## config.mk

```make
export PLATFORM = sky130hd
export DESIGN_NAME = random_page_replacement
export DESIGN_NICKNAME = d
export VERILOG_FILES = /design/src/design/rpr_pkg.sv /design/src/design/rpr_ram.sv /design/src/design/rpr_victim.sv /design/src/design/random_page_replacement.sv
export SDC_FILE = /design/constraint.sdc
export NUM_CORES = 1
export LEC_CHECK = 0
export BUFFER_PORTS_ARGS = -buffer_cell sky130_fd_sc_hd__buf_2
export CORE_ASPECT_RATIO = 1.4
export CORE_UTILIZATION = 25
export CTS_BUF_LIST = sky130_fd_sc_hd__clkbuf_8
export CTS_CLUSTER_DIAMETER = 150
export DETAILED_ROUTE_END_ITERATION = 10
export SYNTH_ARGS = -nofsm -noshare
export SYNTH_HDL_FRONTEND = slang
export SYNTH_SLANG_ARGS = --single-unit
```

## constraint.sdc

```tcl
create_clock -name clk -period 6.4 [get_ports clk]
set_clock_uncertainty 0.15 [all_clocks]
set_input_delay 0.64 -clock clk [delete_from_list [all_inputs] [get_ports clk]]
set_output_delay 0.64 -clock clk [all_outputs]
set_load 0.02 [all_outputs]
```

## src/design/rpr_pkg.sv

```systemverilog
`default_nettype none
package rpr_pkg;

  localparam int CFG_IDX_W  = 2;
  localparam int CFG_DATA_W = 16;
  localparam int LFSR_W     = 16;
  localparam int PAGE_W     = 7;
  localparam int HIT_W      = 20;
  localparam int FRAME_W    = 8;

  localparam logic [CFG_IDX_W-1:0] REG_FRAME_LIMIT = 2'd0;
  localparam logic [CFG_IDX_W-1:0] REG_RANDOM_SEED = 2'd1;

  localparam logic [FRAME_W-1:0] FRAME_LIMIT_RST = 8'd128;
  localparam logic [LFSR_W-1:0]  SEED_RST        = 16'd1;
  localparam logic [LFSR_W-1:0]  LFSR_TAPS       = 16'hB400;
  localparam logic [HIT_W-1:0]   HIT_MAX         = 20'hFFFFF;

  typedef enum logic [3:0] {
    ST_CLEAR,
    ST_IDLE,
    ST_LOOK,
    ST_STEP,
    ST_MOD,
    ST_PROBE,
    ST_CHECK,
    ST_EVICT,
    ST_DONE
  } rpr_state_t;

  typedef struct packed {
    logic seed_load;
    logic advance;
    logic reduce;
  } rpr_vctl_t;

  function automatic logic [LFSR_W-1:0] seed_value(input logic [LFSR_W-1:0] s);
    seed_value = (s == '0) ? LFSR_W'(1) : s;
  endfunction

  function automatic logic [LFSR_W-1:0] lfsr_step(input logic [LFSR_W-1:0] v);
    logic [LFSR_W-1:0] n;
    n = (v >> 1) ^ (v[0] ? LFSR_TAPS : '0);
    lfsr_step = (n == '0) ? LFSR_W'(1) : n;
  endfunction

endpackage
`default_nettype wire

```

## src/design/rpr_ram.sv

```systemverilog
`default_nettype none
module rpr_ram #(
  parameter int WIDTH = 1,
  parameter int DEPTH = 128
) (
  input  wire logic                     clk,
  input  wire logic                     we,
  input  wire logic [$clog2(DEPTH)-1:0] waddr,
  input  wire logic [WIDTH-1:0]         wdata,
  input  wire logic [$clog2(DEPTH)-1:0] raddr,
  output logic      [WIDTH-1:0]         rdata
);

  logic [WIDTH-1:0] mem [DEPTH];

  always_ff @(posedge clk) begin
    if (we) begin
      mem[waddr] <= wdata;
    end
    rdata <= mem[raddr];
  end

endmodule
`default_nettype wire

```

## src/design/rpr_victim.sv

```systemverilog
`default_nettype none
module rpr_victim #(
  parameter int PAGES = 128
) (
  input  wire logic                        clk,
  input  wire logic                        rst_n,
  input  wire rpr_pkg::rpr_vctl_t          ctl,
  input  wire logic [rpr_pkg::LFSR_W-1:0]  seed,
  output logic      [$clog2(PAGES)-1:0]    cand,
  output logic                             reduce_last
);
  import rpr_pkg::*;

  localparam int     AW    = $clog2(PAGES);
  localparam int     MW    = LFSR_W + 1;
  localparam int     PW    = LFSR_W + MW;
  localparam int     SH    = LFSR_W + AW;
  localparam longint RECIP = ((longint'(1) << SH) + longint'(PAGES) - 1) / longint'(PAGES);
  localparam logic [MW-1:0] RECIP_M = MW'(RECIP);

  logic [LFSR_W-1:0] lfsr_r, lfsr_nxt;
  logic [LFSR_W-1:0] rem_r, rem_nxt;
  logic [LFSR_W-1:0] quo_r, quo_nxt;
  logic              phase_r, phase_nxt;

  // The quotient is registered from a reciprocal multiply first, and then the remainder is computed from that quotient.
  always_comb begin
    lfsr_nxt  = lfsr_r;
    rem_nxt   = rem_r;
    quo_nxt   = quo_r;
    phase_nxt = phase_r;
    if (ctl.seed_load) begin
      lfsr_nxt = seed_value(seed);
    end else if (ctl.advance) begin
      lfsr_nxt  = lfsr_step(lfsr_r);
      rem_nxt   = lfsr_step(lfsr_r);
      phase_nxt = 1'b0;
    end else if (ctl.reduce) begin
      if (!phase_r) begin
        quo_nxt   = LFSR_W'((PW'(rem_r) * PW'(RECIP_M)) >> SH);
        phase_nxt = 1'b1;
      end else begin
        rem_nxt   = rem_r - LFSR_W'(quo_r * LFSR_W'(PAGES));
        phase_nxt = 1'b0;
      end
    end
  end

  always_ff @(posedge clk) begin
    if (!rst_n) begin
      lfsr_r <= SEED_RST;
    end else begin
      lfsr_r <= lfsr_nxt;
    end
    rem_r   <= rem_nxt;
    quo_r   <= quo_nxt;
    phase_r <= phase_nxt;
  end

  assign cand        = rem_r[AW-1:0];
  assign reduce_last = phase_r;

endmodule
`default_nettype wire

```

## src/design/random_page_replacement.sv

```systemverilog
// A hit or a fill of a free frame goes from ST_IDLE through ST_LOOK to ST_DONE, an ignored page
// straight to ST_DONE. A miss that evicts makes random tries, each through ST_STEP, ST_PROBE
// and ST_CHECK, with ST_MOD (quotient, then remainder) before ST_PROBE when PAGES is not a
// power of two, and ends in ST_EVICT for the swap. Tries average about PAGES / frame_limit.
// One item is in flight at a time. After reset and after an item marked last_reference,
// a clearing pass sweeps the present map through its single write port before accepting more.
`default_nettype none
module random_page_replacement #(
  parameter int PAGES = 128
) (
  input  wire logic                              clk,
  input  wire logic                              rst_n,
  input  wire logic                              cfg_we,
  input  wire logic [rpr_pkg::CFG_IDX_W-1:0]     cfg_index,
  input  wire logic [rpr_pkg::CFG_DATA_W-1:0]    cfg_wdata,
  input  wire logic                              in_valid,
  output logic                                   in_ready,
  input  wire logic [rpr_pkg::PAGE_W-1:0]        in_page_number,
  input  wire logic                              in_last_reference,
  output logic                                   out_valid,
  input  wire logic                              out_ready,
  output logic                                   out_hit,
  output logic                                   out_evicted_valid,
  output logic      [rpr_pkg::PAGE_W-1:0]        out_evicted_page,
  output logic      [rpr_pkg::HIT_W-1:0]         out_hit_total
);
  import rpr_pkg::*;

  localparam int  AW   = $clog2(PAGES);
  localparam bit  POW2 = ((PAGES & (PAGES - 1)) == 0);
  localparam int  RW   = 13;

  rpr_state_t state_r, state_nxt;

  logic [FRAME_W-1:0] limit_r, limit_nxt;
  logic [FRAME_W-1:0] frames_r, frames_nxt;
  logic [HIT_W-1:0]   hits_r, hits_nxt;
  logic [AW-1:0]      clr_r, clr_nxt;
  logic [AW-1:0]      page_r, page_nxt;
  logic               last_r, last_nxt;
  logic               hit_r, hit_nxt;
  logic               evv_r, evv_nxt;
  logic [PAGE_W-1:0]  evp_r, evp_nxt;
  logic               ovalid_r, ovalid_nxt;
  logic               ohit_r, ohit_nxt;
  logic               oevv_r, oevv_nxt;
  logic [PAGE_W-1:0]  oevp_r, oevp_nxt;
  logic [HIT_W-1:0]   otot_r, otot_nxt;

  logic [FRAME_W-1:0] limit_eff;
  logic [AW-1:0]      in_addr;
  logic               in_range;
  logic               accept;

  logic               ram_we;
  logic [AW-1:0]      ram_waddr;
  logic               ram_wdata;
  logic [AW-1:0]      ram_raddr;
  logic               ram_rdata;

  rpr_vctl_t          vctl;
  logic [AW-1:0]      cand;
  logic               reduce_last;

  assign limit_eff = (limit_r == '0) ? FRAME_W'(1) : limit_r;
  assign in_addr   = AW'(in_page_number);
  assign in_range  = (RW'(in_page_number) < RW'(PAGES));
  assign in_ready  = (state_r == ST_IDLE);
  assign accept    = in_valid && in_ready;

  always_comb begin
    limit_nxt = limit_r;
    if (cfg_we && (cfg_index == REG_FRAME_LIMIT)) begin
      limit_nxt = cfg_wdata[FRAME_W-1:0];
    end
  end

  always_comb begin
    state_nxt  = state_r;
    frames_nxt = frames_r;
    hits_nxt   = hits_r;
    clr_nxt    = clr_r;
    page_nxt   = page_r;
    last_nxt   = last_r;
    hit_nxt    = hit_r;
    evv_nxt    = evv_r;
    evp_nxt    = evp_r;
    ovalid_nxt = ovalid_r;
    ohit_nxt   = ohit_r;
    oevv_nxt   = oevv_r;
    oevp_nxt   = oevp_r;
    otot_nxt   = otot_r;
    ram_we     = 1'b0;
    ram_waddr  = page_r;
    ram_wdata  = 1'b1;
    ram_raddr  = cand;
    vctl       = '0;
    vctl.seed_load = cfg_we && (cfg_index == REG_RANDOM_SEED);

    if (ovalid_r && out_ready) begin
      ovalid_nxt = 1'b0;
    end

    case (state_r)
      ST_CLEAR: begin
        ram_we    = 1'b1;
        ram_waddr = clr_r;
        ram_wdata = 1'b0;
        if (clr_r == AW'(PAGES - 1)) begin
          state_nxt = ST_IDLE;
        end else begin
          clr_nxt = clr_r + AW'(1);
        end
      end
      ST_IDLE: begin
        ram_raddr = in_addr;
        if (accept) begin
          page_nxt  = in_addr;
          last_nxt  = in_last_reference;
          hit_nxt   = 1'b0;
          evv_nxt   = 1'b0;
          evp_nxt   = '0;
          state_nxt = in_range ? ST_LOOK : ST_DONE;
        end
      end
      ST_LOOK: begin
        if (ram_rdata) begin
          hit_nxt = 1'b1;
          if (hits_r != HIT_MAX) begin
            hits_nxt = hits_r + HIT_W'(1);
          end
          state_nxt = ST_DONE;
        end else if (frames_r < limit_eff) begin
          frames_nxt = frames_r + FRAME_W'(1);
          ram_we     = 1'b1;
          state_nxt  = ST_DONE;
        end else begin
          state_nxt = ST_STEP;
        end
      end
      ST_STEP: begin
        vctl.advance = 1'b1;
        state_nxt    = POW2 ? ST_PROBE : ST_MOD;
      end
      ST_MOD: begin
        vctl.reduce = 1'b1;
        if (reduce_last) begin
          state_nxt = ST_PROBE;
        end
      end
      ST_PROBE: begin
        state_nxt = ST_CHECK;
      end
      ST_CHECK: begin
        if (ram_rdata) begin
          ram_we    = 1'b1;
          ram_waddr = cand;
          ram_wdata = 1'b0;
          evv_nxt   = 1'b1;
          evp_nxt   = PAGE_W'(cand);
          state_nxt = ST_EVICT;
        end else begin
          state_nxt = ST_STEP;
        end
      end
      ST_EVICT: begin
        ram_we    = 1'b1;
        state_nxt = ST_DONE;
      end
      ST_DONE: begin
        if (!ovalid_r || out_ready) begin
          ovalid_nxt = 1'b1;
          ohit_nxt   = hit_r;
          oevv_nxt   = evv_r;
          oevp_nxt   = evp_r;
          otot_nxt   = hits_r;
          if (last_r) begin
            frames_nxt = '0;
            hits_nxt   = '0;
            clr_nxt    = '0;
            state_nxt  = ST_CLEAR;
          end else begin
            state_nxt = ST_IDLE;
          end
        end
      end
      default: begin
        state_nxt = ST_IDLE;
      end
    endcase
  end

  always_ff @(posedge clk) begin
    if (!rst_n) begin
      state_r  <= ST_CLEAR;
      limit_r  <= FRAME_LIMIT_RST;
      frames_r <= '0;
      hits_r   <= '0;
      clr_r    <= '0;
      ovalid_r <= 1'b0;
    end else begin
      state_r  <= state_nxt;
      limit_r  <= limit_nxt;
      frames_r <= frames_nxt;
      hits_r   <= hits_nxt;
      clr_r    <= clr_nxt;
      ovalid_r <= ovalid_nxt;
    end
    page_r <= page_nxt;
    last_r <= last_nxt;
    hit_r  <= hit_nxt;
    evv_r  <= evv_nxt;
    evp_r  <= evp_nxt;
    ohit_r <= ohit_nxt;
    oevv_r <= oevv_nxt;
    oevp_r <= oevp_nxt;
    otot_r <= otot_nxt;
  end

  rpr_ram #(
    .WIDTH(1),
    .DEPTH(PAGES)
  ) u_present (
    .clk   (clk),
    .we    (ram_we),
    .waddr (ram_waddr),
    .wdata (ram_wdata),
    .raddr (ram_raddr),
    .rdata (ram_rdata)
  );

  rpr_victim #(
    .PAGES(PAGES)
  ) u_victim (
    .clk         (clk),
    .rst_n       (rst_n),
    .ctl         (vctl),
    .seed        (cfg_wdata[LFSR_W-1:0]),
    .cand        (cand),
    .reduce_last (reduce_last)
  );

  assign out_valid         = ovalid_r;
  assign out_hit           = ohit_r;
  assign out_evicted_valid = oevv_r;
  assign out_evicted_page  = oevp_r;
  assign out_hit_total     = otot_r;

endmodule
`default_nettype wire
```

======== Word-level counts from Yosys, hierarchy flattened ========
Memories as Yosys holds them, arrays and structs flattened. A register that Yosys moved wholly into a read port is not among the register bits.
Index checks and enable logic that the tools add are counted.
W data, S select, Z words.
storage, ports and cells
  register bits ........................... 136
  bits in writable memories ............... 128
  output and inout port bits .............. 31
  memories kept ........................... 1
operators by class
  add/sub/neg operators ................... 4
  $lt $le $gt $ge ......................... 1
  equality and inequality tests ........... 22
  mux-type cells .......................... 57
  bitwise gates (word level) .............. 4
  reductions and logical operators ........ 30
memories
  memory         depth  bits a word  rd ports  clocked after memory_dff  write ports  line           text
  u_present.mem  128    1            1         1                         1            rpr_ram.sv:14  logic [WIDTH-1:0] mem [DEPTH];
operator list
  kind                     count
  $mux W16                 8
  $mux W20                 4
  $mux W7                  7
  $pmux W7 S2              3
  $mux W8                  5
  $pmux W20 S2             1
  $pmux W4 S9              1
  $logic_not A16 Y1        2
  $mux W4                  6
  $add A20 B1 Y20 const B  1
  $ne A20 B20 Y1 const B   1
  $eq A4 B3 Y1 const B     4
  $mux W1                  16
  $pmux W8 S2              1
  $sub A16 B16 Y16         1
  $xor A15 B16 Y16         1
  $ne A2 B2 Y1 const B     7
  $reduce_bool A2 Y1       7
  $reduce_and A4 Y1        3
  $reduce_and A5 Y1        2
  $reduce_and A3 Y1        3
  $add A8 B1 Y8 const B    1
  $eq A4 B2 Y1 const B     2
  $logic_not A8 Y1         1
  other kinds (18)         30

======== Logic depth before layout (Yosys ltp) ========
  depth in word-level cells ............... 8
  mapped depth ............................ 11

======== Modules after synthesis ========
Synthesis repeated with hierarchy kept, for this count alone.
second synthesis, totals
  cell total of the unflattened synthesis .. 938
  area total of the unflattened synthesis .. 11232.0 µm²
by module, submodules not included
  module                   times used  cells an instance  area each (µm²)  sequential area each (µm²)
  rpr_ram                  1           395                5719.2           3863.7
  random_page_replacement  1           425                4356.7           2342.2
  rpr_victim               1           118                1156.1           560.5

======== Worst setup path before layout ========
Ideal clock, no wire load.
  path kind ............................... reg-to-reg
  from .................................... register state_r[3]
  to ...................................... memory u_present.mem[3] (enable)
  library setup time ...................... 0.312 ns
  arrival time ............................ 4.116 ns
  setup slack ............................. 1.821 ns
  stages on the path, launching flop included .. 10
  path through ............................ dfxtp_1 buf_2 nor4bb_1 buf_2 a21oi_2 a21oi_1 or3_1 clkbuf_1 nand2b_1 nor3_1
on the way
  cells in the longest elaborated chain, start to end .. 5
  elaborated cells on any way between the ends .. 9
  classes of those cells .................. eq/ne (3); mux (4); reduce/logical (2)
ends and longest elaborated chain
  item                                              line                            text
  from (decl)                                       random_page_replacement.sv:33   rpr_state_t state_r, state_nxt;
  from (signal assigned)                            random_page_replacement.sv:202  state_r <= state_nxt;
  $eq A4 B3 Y1 or $logic_not A4 Y1 (tied branches)  random_page_replacement.sv:104  case (state_r)
  $reduce_or A2 Y1 (no source line)                 n/a
  $pmux W1 S3                                       random_page_replacement.sv:104
  $mux W1                                           rpr_ram.sv:17                   if (we) begin
  $mux W1 (not written as such)                     rpr_ram.sv:18                   mem[waddr] <= wdata;
  to (decl)                                         rpr_ram.sv:14
Parallel ways exist; a longest one is shown, timed or not.

======== Final worst setup path ========
  from .................................... register state_r[0]
  to ...................................... register u_present.rdata, read port of u_present.mem
on the way
  cells in the longest elaborated chain, start to end .. 2
ends and longest elaborated chain
  item          line                            text
  $eq A4 B1 Y1  random_page_replacement.sv:104
  $mux W7       random_page_replacement.sv:104
  to (decl)     rpr_ram.sv:11                   output logic [WIDTH-1:0] rdata
Every way passes these cells.
A chain may end at the register's enable or synchronous reset.

==> metrics.yaml <==
r2r_start: "state_r[0]$_SDFFE_PN0P_"
cts_max_level: 2
worst_r2r_endpoint: "u_present.rdata$_DFF_P_"
dp_cells: 1646
critPathMaxStageDelay_ns: 0.95
synth_ff_type: "edfxtp_1"
drive_above_1_share: 0.154
worstPathCellList: "or4b_4 > inv_2 > mux2i_4 > nand2_1 > o221a_2 > o221a_2 > a22oi_1"
die_w_microns: 184
power.density_nw_per_um2: 243
place_ws_ns: 2.09
synth_most_common_cell: "edfxtp_1"
cp_common_cell: "o221a_2"
stdcell_count: 1719
setup.worst_path.start_class: "flop"
cts_resized: 0
drv_cap: 0
worst_pin_slew_ns: 1.20
cts.sinks: 247
wl_per_cell_microns: 17.4
via_per_inst: 5.10
slew_headroom: 0.195
hold_violations: 0
cts_buffers: 39
cts_setup_buffers: 0
ant_nets: 0
ir_drop_uv: 85.6
port-buffer-count: 61
yosys_warnings: 0
cts.path.max_buffers: 3
grt_usage: 0.126
grt_pass1_wl_microns: 47100
ys_top_cells_by_area: "edfxtp_1, dfxtp_1, nor4_1, mux2i_1, nand2_1"
insertion_delay_ns: 0.57
status: "finished, final reports clean"
dr.pass1.iters: 5
critPathSlowestCell: "mux2i_4"
cp.required_ns: 6.70
finalCritPeriodShare: 0.688
synth_cells: 1033
ff_latch_area_sq_um: 6770
ios: 62
grt_max_degree: 70
final_core_util: 0.290
synth_edf_count: 182
synth-seq-cells: 247
fin_ws_ns: 2.00
ys_types: 73
crit_path_end: "u_present.rdata$_DFF_P_"
first_iter_violations: 748
worst_ep_arrival_time_ns: 4.71
max_freq_mhz: 227
overflow: 0
leakagePower_nw: 4.54
ys_seq_area_frac: 0.583
die-area_sq_um: 47300
initial_core_util: 0.252
synth_common_cells: "edfxtp_1, nor4_1, nand2_1, dfxtp_1, nor2_1"
core_area_sq_um: 46000
maxSlewViolCount: 0
cp-end-kind: "flop"
path_buf_inv: 1
antenna_found_initial: 5
ctsRootBufferMaster: "clkbuf_8"
place_congestion: 0.854
worstRegToRegCells: 7
syn2layout_area_growth_pct: 14.9
multi_input_area_sq_um: 4480
fp-row-count: 93
synth_top_area_cell: "edfxtp_1"
finalSetupTns_ns: 0
grt_pass1_vias: 8492
die-height_microns: 257
setup_viol_count_final: 0
hp-class: "primary input to flop"
worstPathMaxFanout: 25
drc_errors: 0
period_needed_ns: 4.40
synthArstFlopShare: 0
synth_area_sq_um: 11600
critical_path_class: "flop to flop"
cts_hold_buf: 0
vias: 8767
ff2ff_setup_slack_ns: 2.00
synth_top_area_frac: 0.471
synth_fp_nets: 1074
worst-path-stages: 7
synth_area_per_cell_sq_um: 11.2
nets: 1111
path_clk_slew_ns: 0.06
min-delay-start: "in_last_reference"
dpl.hpwl_microns: 19700
filler_cell_count: 4742
path_delay_family: "simple AND/OR/NAND/NOR gates"
routed_wl_microns: 29900
tritoncts: "built"
rsz0062_at_grt: "false"
critPathLaunch: "state_r[0]$_SDFFE_PN0P_"
-- layer usage --
| layer | vias up | share of wire | GRT usage |
|---|---|---|---|
| met2 | 281 | 0.51 | 0.222 |
| li1 | 4092 | - | - |
| met5 | - | 0.0010 | 0 |
| met3 | 77 | 0.056 | 0.0235 |
| met4 | 6 | 0.037 | 0.0620 |
| met1 | 4311 | 0.40 | 0.146 |
-- worst min-delay path by stage --
stage,to,slack [ns],depth (start not counted)
floorplan,out_evicted_page[0]$_DFFE_PP_,0.25,0
global placement,out_evicted_page[1]$_DFFE_PP_,0.26,0
detailed placement,out_evicted_valid$_DFFE_PP_,0.26,0
CTS,last_r$_DFFE_PP_,0.11,1
global route,last_r$_DFFE_PP_,0.12,1
finish,last_r$_DFFE_PP_,0.13,1
-- worst reg2reg max path, cell delays in order, from the launching register on --
cell,delay [ns]
dfxtp_1,0.61
or4b_4,0.68
inv_2,0.42
mux2i_4,0.96
nand2_1,0.57
o221a_2,0.48
o221a_2,0.28
a22oi_1,0.14
-- cells by family (layout without fill, tap and decap cells) --
| group | after synthesis | in the layout | synth area share |
|---|---|---|---|
| other | 0 | 2 | 0 |
| buffers and inverters | 100 | 167 | 0.0345 |
| XOR/XNOR | 19 | 19 | 0.0143 |
| adder cells (fa/ha/maj) | 10 | 10 | 0.0108 |
| AO/OA/AOI/OAI | 179 | 179 | 0.109 |
| AND/OR/NAND/NOR | 423 | 423 | 0.196 |
| multiplexers | 55 | 55 | 0.0524 |
| flip-flops | 247 | 247 | 0.583 |
-- power by group --
| part | internal [mW] | leakage, nW | total, mW | switching, mW |
|---|---|---|---|---|
| sequential | 1.71 | 2.23 | 1.71 | 0.00805 |
| combinational | 0.0309 | 1.83 | 0.118 | 0.0872 |
| clock | 0.779 | 0.469 | 1.41 | 0.627 |
| total | 2.52 | 4.54 | 3.24 | 0.722 |
-- per-stage QoR --
| step | hold slack (ns) | power, mW | cell area [sq um] |
|---|---|---|---|
| 2_1_floorplan | 0.250 | 1.82 | 11600 |
| 3_3_place_gp | 0.257 | 1.86 | 12500 |
| 3_5_place_dp | 0.264 | 1.87 | 12500 |
| 4_1_cts | 0.107 | 3.27 | 13300 |
| 5_1_grt | 0.115 | 3.35 | 13300 |
| 6_report | 0.134 | 3.24 | 13300 |
-- area by class of cell --
| cell class | count | area share |
|---|---|---|
| antenna | 2 | 0.000375 |
| clock buffer | 46 | 0.0475 |
| clock inverter | 25 | 0.0140 |
| inverter | 21 | 0.00591 |
| multi-input combinational | 686 | 0.336 |
| sequential | 247 | 0.508 |
| tap | 617 | 0.0579 |
| timing repair buffer | 75 | 0.0308 |
-- registers in the layout, summed over array words and instances (netlist names), 8 cells and up --
signal / count
limit_r: 8
u_present.mem: 128
hits_r: 20
u_victim.lfsr_r: 16
out_hit_total: 20
frames_r: 8
-- layout by cell type, fill, tap and decap left out, types with 8 or more instances in the layout --
cell type,instances
o22ai_1,9
nor3_1,34
ha_1,10
o211ai_1,8
mux2_2,15
nor2_1,62
or3_1,13
xor2_1,13
nand2_1,85
nand4_1,10
inv_1,31
mux2i_1,34
nor2b_1,8
clkbuf_8,46
and3_1,14
buf_4,14
nand2b_1,15
and2_1,19
edfxtp_1,182
buf_2,61
o21ai_0,29
nand3_1,17
a222oi_1,10
nor4_1,116
a21oi_1,47
a221oi_1,12
a22oi_1,10
dfxtp_1,65
No activity file was read; power rests on OpenSTA's default activity.
